[src/design/tcw_pkg.sv]
// shared types and constants for the text console writer
// no dependencies; imported by tcw_engine and text_console_writer_top
package tcw_pkg;

    localparam int MODE_W    = 2;
    localparam int CHAR_W    = 8;
    localparam int ROW_W     = 5;
    localparam int COL_W     = 7;
    localparam int NIB_W     = 4;
    localparam int CFG_IDX_W = 2;
    localparam int CELL_W    = 2 * CHAR_W;

    localparam logic [MODE_W-1:0] MODE_PUT   = 2'd0;
    localparam logic [MODE_W-1:0] MODE_CLEAR = 2'd1;
    localparam logic [MODE_W-1:0] MODE_READ  = 2'd2;

    localparam logic [CFG_IDX_W-1:0] CFG_FG = 2'd0;
    localparam logic [CFG_IDX_W-1:0] CFG_BG = 2'd1;

    localparam logic [CHAR_W-1:0] SPACE_BYTE   = 8'h20;
    localparam logic [CHAR_W-1:0] NEWLINE_BYTE = 8'h0A;
    localparam logic [CHAR_W-1:0] RESET_COLOR  = 8'h0F;
    localparam logic [NIB_W-1:0]  FG_RESET     = 4'hF;
    localparam logic [NIB_W-1:0]  BG_RESET     = 4'h0;

    // result bookkeeping handed from the engine to the output stage
    typedef struct packed {
        logic valid;
        logic is_read;
        logic in_range;
    } t_res_ctl;

endpackage

[src/design/tcw_engine.sv]
// cursor and sequencer: drives the cell memory ports for puts, reads, clear and scroll
// depends on tcw_pkg
module tcw_engine #(
    parameter int COLUMNS = 80,
    parameter int ROWS    = 25
) (
    input  logic                                 i_clk,
    input  logic                                 i_rst_n,
    input  logic                                 i_start,
    output logic                                 o_busy,
    input  logic [tcw_pkg::MODE_W-1:0]           i_mode,
    input  logic [tcw_pkg::CHAR_W-1:0]           i_character,
    input  logic [tcw_pkg::ROW_W-1:0]            i_read_row,
    input  logic [tcw_pkg::COL_W-1:0]            i_read_col,
    input  logic [tcw_pkg::CHAR_W-1:0]           i_color,
    input  logic [tcw_pkg::CELL_W-1:0]           i_rdata,
    output logic                                 o_we,
    output logic [$clog2(ROWS*COLUMNS)-1:0]      o_waddr,
    output logic [tcw_pkg::CELL_W-1:0]           o_wdata,
    output logic [$clog2(ROWS*COLUMNS)-1:0]      o_raddr,
    output tcw_pkg::t_res_ctl                    o_res,
    output logic [$clog2(ROWS)-1:0]              o_row,
    output logic [$clog2(COLUMNS+1)-1:0]         o_col
);
    import tcw_pkg::*;

    localparam int CELLS = ROWS * COLUMNS;
    localparam int MOVE  = (ROWS - 1) * COLUMNS;
    localparam int AW    = $clog2(CELLS);
    localparam int RW    = $clog2(ROWS);
    localparam int CW    = $clog2(COLUMNS + 1);

    localparam logic [RW-1:0] LAST_ROW  = RW'(ROWS - 1);
    localparam logic [CW-1:0] COL_MAX   = CW'(COLUMNS);
    localparam logic [AW-1:0] COLS_A    = AW'(COLUMNS);
    localparam logic [AW-1:0] MOVE_BASE = AW'(MOVE);
    localparam logic [AW-1:0] MOVE_END  = AW'(MOVE - 1);
    localparam logic [AW-1:0] CELL_END  = AW'(CELLS - 1);

    typedef enum logic [2:0] {
        ST_IDLE,
        ST_CLEAR,
        ST_SCROLL,
        ST_BLANK,
        ST_PUT
    } t_state;

    t_state          r_state, n_state;
    logic [AW-1:0]   r_cnt, n_cnt;
    logic [RW-1:0]   r_row, n_row;
    logic [CW-1:0]   r_col, n_col;
    logic            r_init, n_init;
    logic            r_put_pend, n_put_pend;
    logic [CHAR_W-1:0] r_put_char, n_put_char;
    logic            r_mv_valid, n_mv_valid;
    logic [AW-1:0]   r_mv_addr, n_mv_addr;
    t_res_ctl        r_res, n_res;

    logic            wrap;
    logic            last;
    logic [RW-1:0]   put_row;
    logic [CW-1:0]   put_col;
    logic [AW-1:0]   put_addr;
    logic [AW-1:0]   rd_addr_in;
    logic            rd_in_range;

    assign wrap     = (r_col >= COL_MAX);
    assign last     = (r_row == LAST_ROW);
    assign put_row  = wrap ? (r_row + RW'(1)) : r_row;
    assign put_col  = wrap ? '0 : r_col;
    assign put_addr = AW'(AW'(put_row) * COLS_A) + AW'(put_col);

    assign rd_addr_in  = AW'(AW'(i_read_row) * COLS_A) + AW'(i_read_col);
    assign rd_in_range = (32'(i_read_row) < 32'(ROWS)) && (32'(i_read_col) < 32'(COLUMNS));

    // scroll reads one row ahead of the write address
    assign o_raddr = (r_state == ST_SCROLL) ? (r_cnt + COLS_A) : rd_addr_in;

    always_comb begin
        n_state    = r_state;
        n_cnt      = r_cnt;
        n_row      = r_row;
        n_col      = r_col;
        n_init     = r_init;
        n_put_pend = r_put_pend;
        n_put_char = r_put_char;
        n_mv_valid = 1'b0;
        n_mv_addr  = r_cnt;
        n_res      = '0;
        o_we       = 1'b0;
        o_waddr    = put_addr;
        o_wdata    = {i_color, i_character};

        // moved cell from the previous scroll read owns the write port
        if (r_mv_valid) begin
            o_we    = 1'b1;
            o_waddr = r_mv_addr;
            o_wdata = i_rdata;
        end

        unique case (r_state)
            ST_IDLE: begin
                if (i_start) begin
                    n_res.valid = 1'b1;
                    unique case (i_mode)
                        MODE_PUT: begin
                            if (i_character == NEWLINE_BYTE) begin
                                n_col = '0;
                                if (last) begin
                                    n_res.valid = 1'b0;
                                    n_state     = ST_SCROLL;
                                    n_cnt       = '0;
                                    n_put_pend  = 1'b0;
                                end else begin
                                    n_row = r_row + RW'(1);
                                end
                            end else if (wrap && last) begin
                                n_res.valid = 1'b0;
                                n_col       = '0;
                                n_state     = ST_SCROLL;
                                n_cnt       = '0;
                                n_put_pend  = 1'b1;
                                n_put_char  = i_character;
                            end else begin
                                o_we  = 1'b1;
                                n_row = put_row;
                                n_col = put_col + CW'(1);
                            end
                        end
                        MODE_CLEAR: begin
                            n_res.valid = 1'b0;
                            n_state     = ST_CLEAR;
                            n_cnt       = '0;
                            n_init      = 1'b0;
                        end
                        MODE_READ: begin
                            n_res.is_read  = 1'b1;
                            n_res.in_range = rd_in_range;
                        end
                        default: begin
                        end
                    endcase
                end
            end
            ST_CLEAR: begin
                o_we    = 1'b1;
                o_waddr = r_cnt;
                o_wdata = {(r_init ? RESET_COLOR : i_color), SPACE_BYTE};
                n_cnt   = r_cnt + AW'(1);
                if (r_cnt == CELL_END) begin
                    n_state     = ST_IDLE;
                    n_init      = 1'b0;
                    n_res.valid = !r_init;
                end
            end
            ST_SCROLL: begin
                n_mv_valid = 1'b1;
                n_mv_addr  = r_cnt;
                n_cnt      = r_cnt + AW'(1);
                if (r_cnt == MOVE_END) begin
                    n_state = ST_BLANK;
                    n_cnt   = MOVE_BASE;
                end
            end
            ST_BLANK: begin
                if (!r_mv_valid) begin
                    o_we    = 1'b1;
                    o_waddr = r_cnt;
                    o_wdata = {i_color, SPACE_BYTE};
                    n_cnt   = r_cnt + AW'(1);
                    if (r_cnt == CELL_END) begin
                        if (r_put_pend) begin
                            n_state = ST_PUT;
                        end else begin
                            n_state     = ST_IDLE;
                            n_res.valid = 1'b1;
                        end
                    end
                end
            end
            ST_PUT: begin
                o_we        = 1'b1;
                o_waddr     = MOVE_BASE;
                o_wdata     = {i_color, r_put_char};
                n_col       = CW'(1);
                n_put_pend  = 1'b0;
                n_state     = ST_IDLE;
                n_res.valid = 1'b1;
            end
            default: begin
                n_state = ST_IDLE;
            end
        endcase
    end

    always_ff @(posedge i_clk) begin
        r_put_char <= n_put_char;
        r_mv_addr  <= n_mv_addr;
        if (!i_rst_n) begin
            r_state    <= ST_CLEAR;
            r_cnt      <= '0;
            r_row      <= '0;
            r_col      <= '0;
            r_init     <= 1'b1;
            r_put_pend <= 1'b0;
            r_mv_valid <= 1'b0;
            r_res      <= '0;
        end else begin
            r_state    <= n_state;
            r_cnt      <= n_cnt;
            r_row      <= n_row;
            r_col      <= n_col;
            r_init     <= n_init;
            r_put_pend <= n_put_pend;
            r_mv_valid <= n_mv_valid;
            r_res      <= n_res;
        end
    end

    assign o_busy = (r_state != ST_IDLE) || !i_rst_n;
    assign o_res  = r_res;
    assign o_row  = r_row;
    assign o_col  = r_col;
endmodule
[config.mk]
export PLATFORM = sky130hd
export DESIGN_NAME = tcw_engine
export DESIGN_NICKNAME = d
export VERILOG_FILES = /design/src/design/tcw_pkg.sv /design/src/design/tcw_engine.sv
export SDC_FILE = /design/constraint.sdc
export NUM_CORES = 1
export LEC_CHECK = 0
export ABC_AREA = 1
export BUFFER_PORTS_ARGS = -buffer_cell sky130_fd_sc_hd__buf_2
export CELL_PAD_IN_SITES_DETAIL_PLACEMENT = 1
export CELL_PAD_IN_SITES_GLOBAL_PLACEMENT = 1
export CORE_UTILIZATION = 40
export CTS_CLUSTER_DIAMETER = 30
export CTS_CLUSTER_SIZE = 40
export DETAILED_ROUTE_END_ITERATION = 8
export PLACE_DENSITY = 0.85
export SYNTH_ARGS = -nofsm -noshare
export SYNTH_HDL_FRONTEND = slang
export SYNTH_SLANG_ARGS = --single-unit
[constraint.sdc]
create_clock -name i_clk -period 9.8 [get_ports i_clk]
set_input_delay 2.94 -clock i_clk [delete_from_list [all_inputs] [get_ports i_clk]]
set_output_delay 2.94 -clock i_clk [all_outputs]
set_load 0.005 [all_outputs]
# After elaboration in Yosys (flattened, before gate mapping)

Cells that the tools add are included.

Word-level logic and storage cells: 135
Register bits after elaboration: 51
Bits of input ports: 49
Output and inout bits: 55

Reductions and logical operators: 21
Mux-type cells: 66
Bitwise gates (word level): 1
$mul: 2
Add/subtract/negate cells: 6
Order comparisons: 3
Equal/unequal tests: 24

Operators by type and width:

| kind                  | number |
|---|---|
| $mux 11               | 9 |
| $pmux 16 s3           | 1 |
| $pmux 11 s4           | 1 |
| $mux 7                | 5 |
| $pmux 11 s3           | 1 |
| $mux 16               | 2 |
| $mux 3                | 10 |
| $add 11x7->11         | 2 |
| $eq 11x11->1 const B  | 2 |
| $mux 1                | 22 |
| $pmux 11 s2           | 1 |
| $mux 5                | 4 |
| $reduce_and 5->1      | 3 |
| $mul 5x3->7 const B   | 2 |
| $pmux 7 s2            | 1 |
| $ne 2x2->1 const B    | 6 |
| $pmux 3 s4            | 1 |
| $add 11x1->11 const B | 1 |
| $add 11x7->11 const B | 1 |
| $eq 8x4->1 const B    | 1 |
| $mux 8                | 1 |
| $ne 4x4->1 const B    | 2 |
| $reduce_and 4->1      | 2 |
| $reduce_and 8->1      | 1 |
| 31 further kinds      | 41 |

# Logic depth before layout (Yosys ltp)

Word-level depth: 8
Gate-level depth with buffers: 17
Mapped depth without buffers: 17

# Worst setup path before layout

OpenSTA, ideal clock, no wires.

Path kind: in2out
From: in i_read_row[1] in the netlist's numbering
To: out o_raddr[10]
Path slack: 2.486 ns
Arrival time: 4.374 ns
Cell stages on the path: 9
Buffers on the path: 0
Required time: 6.860 ns
Cell sequence: ha_1 > ha_1 > fa_1 > xnor2_1 > inv_1 > nand4_1 > nand2_1 > nand2_1 > o21ai_0

Word-level cells in the longest chain between the ends: 3

Ends and longest elaborated chain:

| element            | RTL line         | text |
|---|---|---|
| start: declaration | tcw_engine.sv:13 | `input logic [tcw_pkg::ROW_W-1:0] i_read_row,` |
| $mul 5x3->7        | tcw_engine.sv:73 | `assign rd_addr_in = AW'(AW'(i_read_row) * COLS_A) + AW'(i_read_col);` |
| $add 11x7->11      | tcw_engine.sv:73 |  |
| $mux 11            | tcw_engine.sv:77 | `assign o_raddr = (r_state == ST_SCROLL) ? (r_cnt + COLS_A) : rd_addr_in;` |
| end: declaration   | tcw_engine.sv:20 | `output logic [$clog2(ROWS*COLUMNS)-1:0] o_raddr,` |

No other way between the ends.

# Final worst setup path

Ends and elaborated chain as after synthesis.

==> run_results.csv <==
group,metric,value,unit
critical_path,arrival,4.84,ns
flow_run,maxCapViolations,0,
worst_hold_path,min_from,"n_mv_addr[10]$_SDFFE_PN0P_",
critical_path,cp_max_fo,4,
critical_path,worst_path_largest_cell_delay,0.40,ns
detailed_routing,vias_per_cell,5.28,
sta,tns,0,ns
power_and_ir_drop,p_per_area,128,mW/mm²
cells_and_area,area_delta_synth_final,16.5,%
cells_and_area,final_area,0.00486,mm²
die,core_area,0.00995,mm²
critical_path,cp_top_family,"adder cells",
placed_design,place.detailed.hpwl,10600,µm
placed_design,gp_congestion,0.840,
synth,synthArstFlopShare,0,
sta,rsz0062_at_grt,"no",
die,initial_utilization,0.419,
die,ios,104,
clock_tree,cts.path.max_buffers,2,
global_routing,overflow,0,
power_and_ir_drop,leakagePower,2.53,nW
critical_path,path_buf_inv,3,
die,die_area,0.0108,mm²
synth,syn_inst,656,
synth,yosysSeqAreaShare,0.264,
clock_tree,numCtsBuffers,5,
die,num_rows,36,
detailed_routing,drcViolationCount,0,
synth,synth_warnings,0,
clock_tree,clock_sinks,51,
synth,synth_edf_count,8,
sta,finClkSkew,0.0131,ns
critical_path,cp_data_required_time,6.86,ns
detailed_routing,wl_per_cell,15.0,µm
detailed_routing,ant_nets,0,
critical_path,startpoint_type,"input pin",
placed_design,io_buffers,103,
clock_tree,cts_tree,"yes",
worst_hold_path,hold_class,"register to register",
sta,period_needed,7.78,ns
global_routing,grt_max_degree,23,
critical_path,critPathKind,"input pin to primary output",
synth,avgSynthCellArea,6.36,µm²
global_routing,antenna_found_initial,0,
cells_and_area,final_util,0.488,
critical_path,reg2reg_from,"n_mv_addr[0]$_SDFFE_PN0P_",
critical_path,worstReg2RegEnd,"r_state[1]$_SDFFE_PN0P_",
cells_and_area,n_antenna_cell,0,
global_routing,grt_usage,0.241,
cells_and_area,fin_cells,881,
power_and_ir_drop,finalPower,620,µW
clock_tree,clk_latency,0.31,ns
critical_path,r2r_cells,10,
power_and_ir_drop,peakVddDrop,0.0638,mV
critical_path,worst_setup_path_end_kind,"primary output",
critical_path,r2r_slack,7.79,ns
run_status,status,"finished, final reports clean",
clock_tree,postCtsSetupRepairBufs,0,
cells_and_area,drive_gt1_frac,0.193,
placed_design,dp_cells,873,
detailed_routing,drt_iter0_markers,149,
clock_tree,postCtsResizedCells,0,
die,die_w,104,µm
worst_hold_path,whs_path_depth,0,
global_routing,grt_pass1_wl,21500,µm
placed_design,placement.cell_area,0.00476,mm²
sta,tightestPinTransition,0.872,ns
detailed_routing,vias,4650,
synth,yosys.cell_types.count,42,
critical_path,crit_path_top_delay_cell,"fa_1",
global_routing,grt_pass1_vias,4570,
sta,max_freq,129,MHz
worst_hold_path,whs_endpoint,"r_mv_addr[10]$_DFF_P_",
clock_tree,cts.htree.levels,2,
synth,synth_fp_nets,732,
die,die_h,104,µm
critical_path,crit_chain,"buf_2, ha_1, ha_1, fa_1, xnor2_1, inv_1, nand4_1, nor2_1, o21ai_0, buf_2",
synth,ys_ff_latch,51,
detailed_routing,routed_wl,13200,µm
sta,slew_headroom,0.418,
sta,setup_viol,0,
detailed_routing,firstDrtPassIters,4,
sta,post-route-period-util,0.794,
clock_tree,root_buffer,"clkbuf_8",
synth,synthFlopType,"dfxtp_1",
cells_and_area,n_fill_cell,1427,
sta,drv_slew,0,
sta,hold_viol,0,
clock_tree,postCtsHoldBufs,0,
clock_tree,clk_pin_slew_worst_paths,0.10,ns
cells_and_area,fin_nets,823,
synth,syn_area,0.00417,mm²
==> cell type report <==
type,instances,area [µm²],share of cell area
Inverter,83,312,0.0641
Multi-Input combinational cell,501,2650,0.545
Timing Repair Buffer,105,531,0.109
Tap cell,133,166,0.0343
Sequential cell,51,1100,0.227
Clock buffer,8,100,0.0206
==> power by group <==
| part | leakage, nW | switching (mW) | internal (mW) |
|---|---|---|---|
| combinational | 2.06 | 0.152 | 0.0876 |
| sequential | 0.420 | 0.0186 | 0.225 |
| clock | 0.0515 | 0.0718 | 0.0647 |
==> worst reg2reg max path: stages, from the launching register on <==
cell     delay [ns]
dfxtp_1        0.53
ha_1           0.28
inv_1          0.07
nor2_1         0.15
nand3_1        0.23
nand2_1        0.17
nand2_1        0.07
nor2_2         0.21
nand3_1        0.11
nand2_1        0.08
nor2_1         0.04
==> placed cells by master, fill, tap and decap left out, types with 2 or more instances in the layout <==
master	netlist	layout
dfxtp_1	43	43
a31oi_1	2	2
nor2_1	48	48
xnor2_1	4	4
inv_2	6	6
edfxtp_1	8	8
nand3_1	72	72
a21oi_1	43	43
nand2_1	210	210
fa_1	4	4
o211ai_1	3	3
ha_1	23	23
nand4_1	6	6
nor3_1	5	5
xor2_1	8	8
nand3_2	2	2
a21oi_2	2	2
and2_1	2	2
o21bai_1	2	2
mux2i_1	4	4
nor2_2	4	4
o22ai_1	6	6
inv_1	77	77
nor2_4	5	5
nand2_2	7	7
o21ai_0	28	28
buf_4	1	2
nor2_8	2	2
buf_2	13	103
clkbuf_8	0	7
==> worst max path at each step <==
| stage | from | to | slack (ns) | cells after the start |
|---|---|---|---|---|
| final | i_read_row[1] | o_raddr[10] | 2.02 | 10 |
| after global routing | i_read_row[1] | o_raddr[10] | 1.89 | 10 |
| after CTS | i_read_row[1] | o_raddr[10] | 1.99 | 10 |
| after detailed placement | i_read_row[1] | o_raddr[10] | 2.02 | 10 |
| after global placement | i_read_row[1] | o_raddr[10] | 2.19 | 10 |
| after floorplan | i_read_row[1] | o_raddr[10] | 2.49 | 9 |
==> state kept, by name, indices dropped and copies added, names as in the netlist <==
register / flops
o_res: 3
r_mv_valid: 1
r_put_pend: 1
r_mv_addr: 11
r_state: 3
r_put_char: 8
n_mv_addr: 11
o_row: 5
r_init: 1
o_col: 7
==> cell families (layout without fill, tap and decap cells) <==
logic type	after synthesis	count (layout)	share of synthesized area
XOR/XNOR	12	12	0.0252
AO/OA/AOI/OAI	92	92	0.124
flip-flops	51	51	0.264
adder cells (fa/ha/maj)	27	27	0.0882
multiplexers	4	4	0.00960
AND/OR/NAND/NOR	366	366	0.388
buffers and inverters	104	196	0.101
==> metal layers <==
metal	vias to the layer above	global-route usage	share of wire
met5	-	0	0
met4	0	0.0745	0.024
met3	20	0.0219	0.033
met2	108	0.449	0.51
met1	2222	0.289	0.43
li1	2300	-	-
==> synthesized netlist by cell type (7+ instances only) <==
| cell | instances | area share |
|---|---|---|
| buf_2 | 13 | 0.016 |
| ha_1 | 23 | 0.069 |
| nand2_1 | 210 | 0.19 |
| a21oi_1 | 43 | 0.052 |
| xor2_1 | 8 | 0.017 |
| nand3_1 | 72 | 0.086 |
| o21ai_0 | 28 | 0.034 |
| edfxtp_1 | 8 | 0.058 |
| nor2_1 | 48 | 0.043 |
| nand2_2 | 7 | 0.011 |
| dfxtp_1 | 43 | 0.21 |
| inv_1 | 77 | 0.069 |
==> per-stage QoR <==
| stage | setup WS [ns] | hold WS, ns |
|---|---|---|
| after floorplan | 2.49 | 0.326 |
| after global placement | 2.19 | 0.417 |
| after detailed placement | 2.02 | 0.432 |
| after CTS | 1.99 | 0.446 |
| after global routing | 1.89 | 0.467 |
| final | 2.02 | 0.456 |
Note: power is estimated with default switching activity, not from simulation.
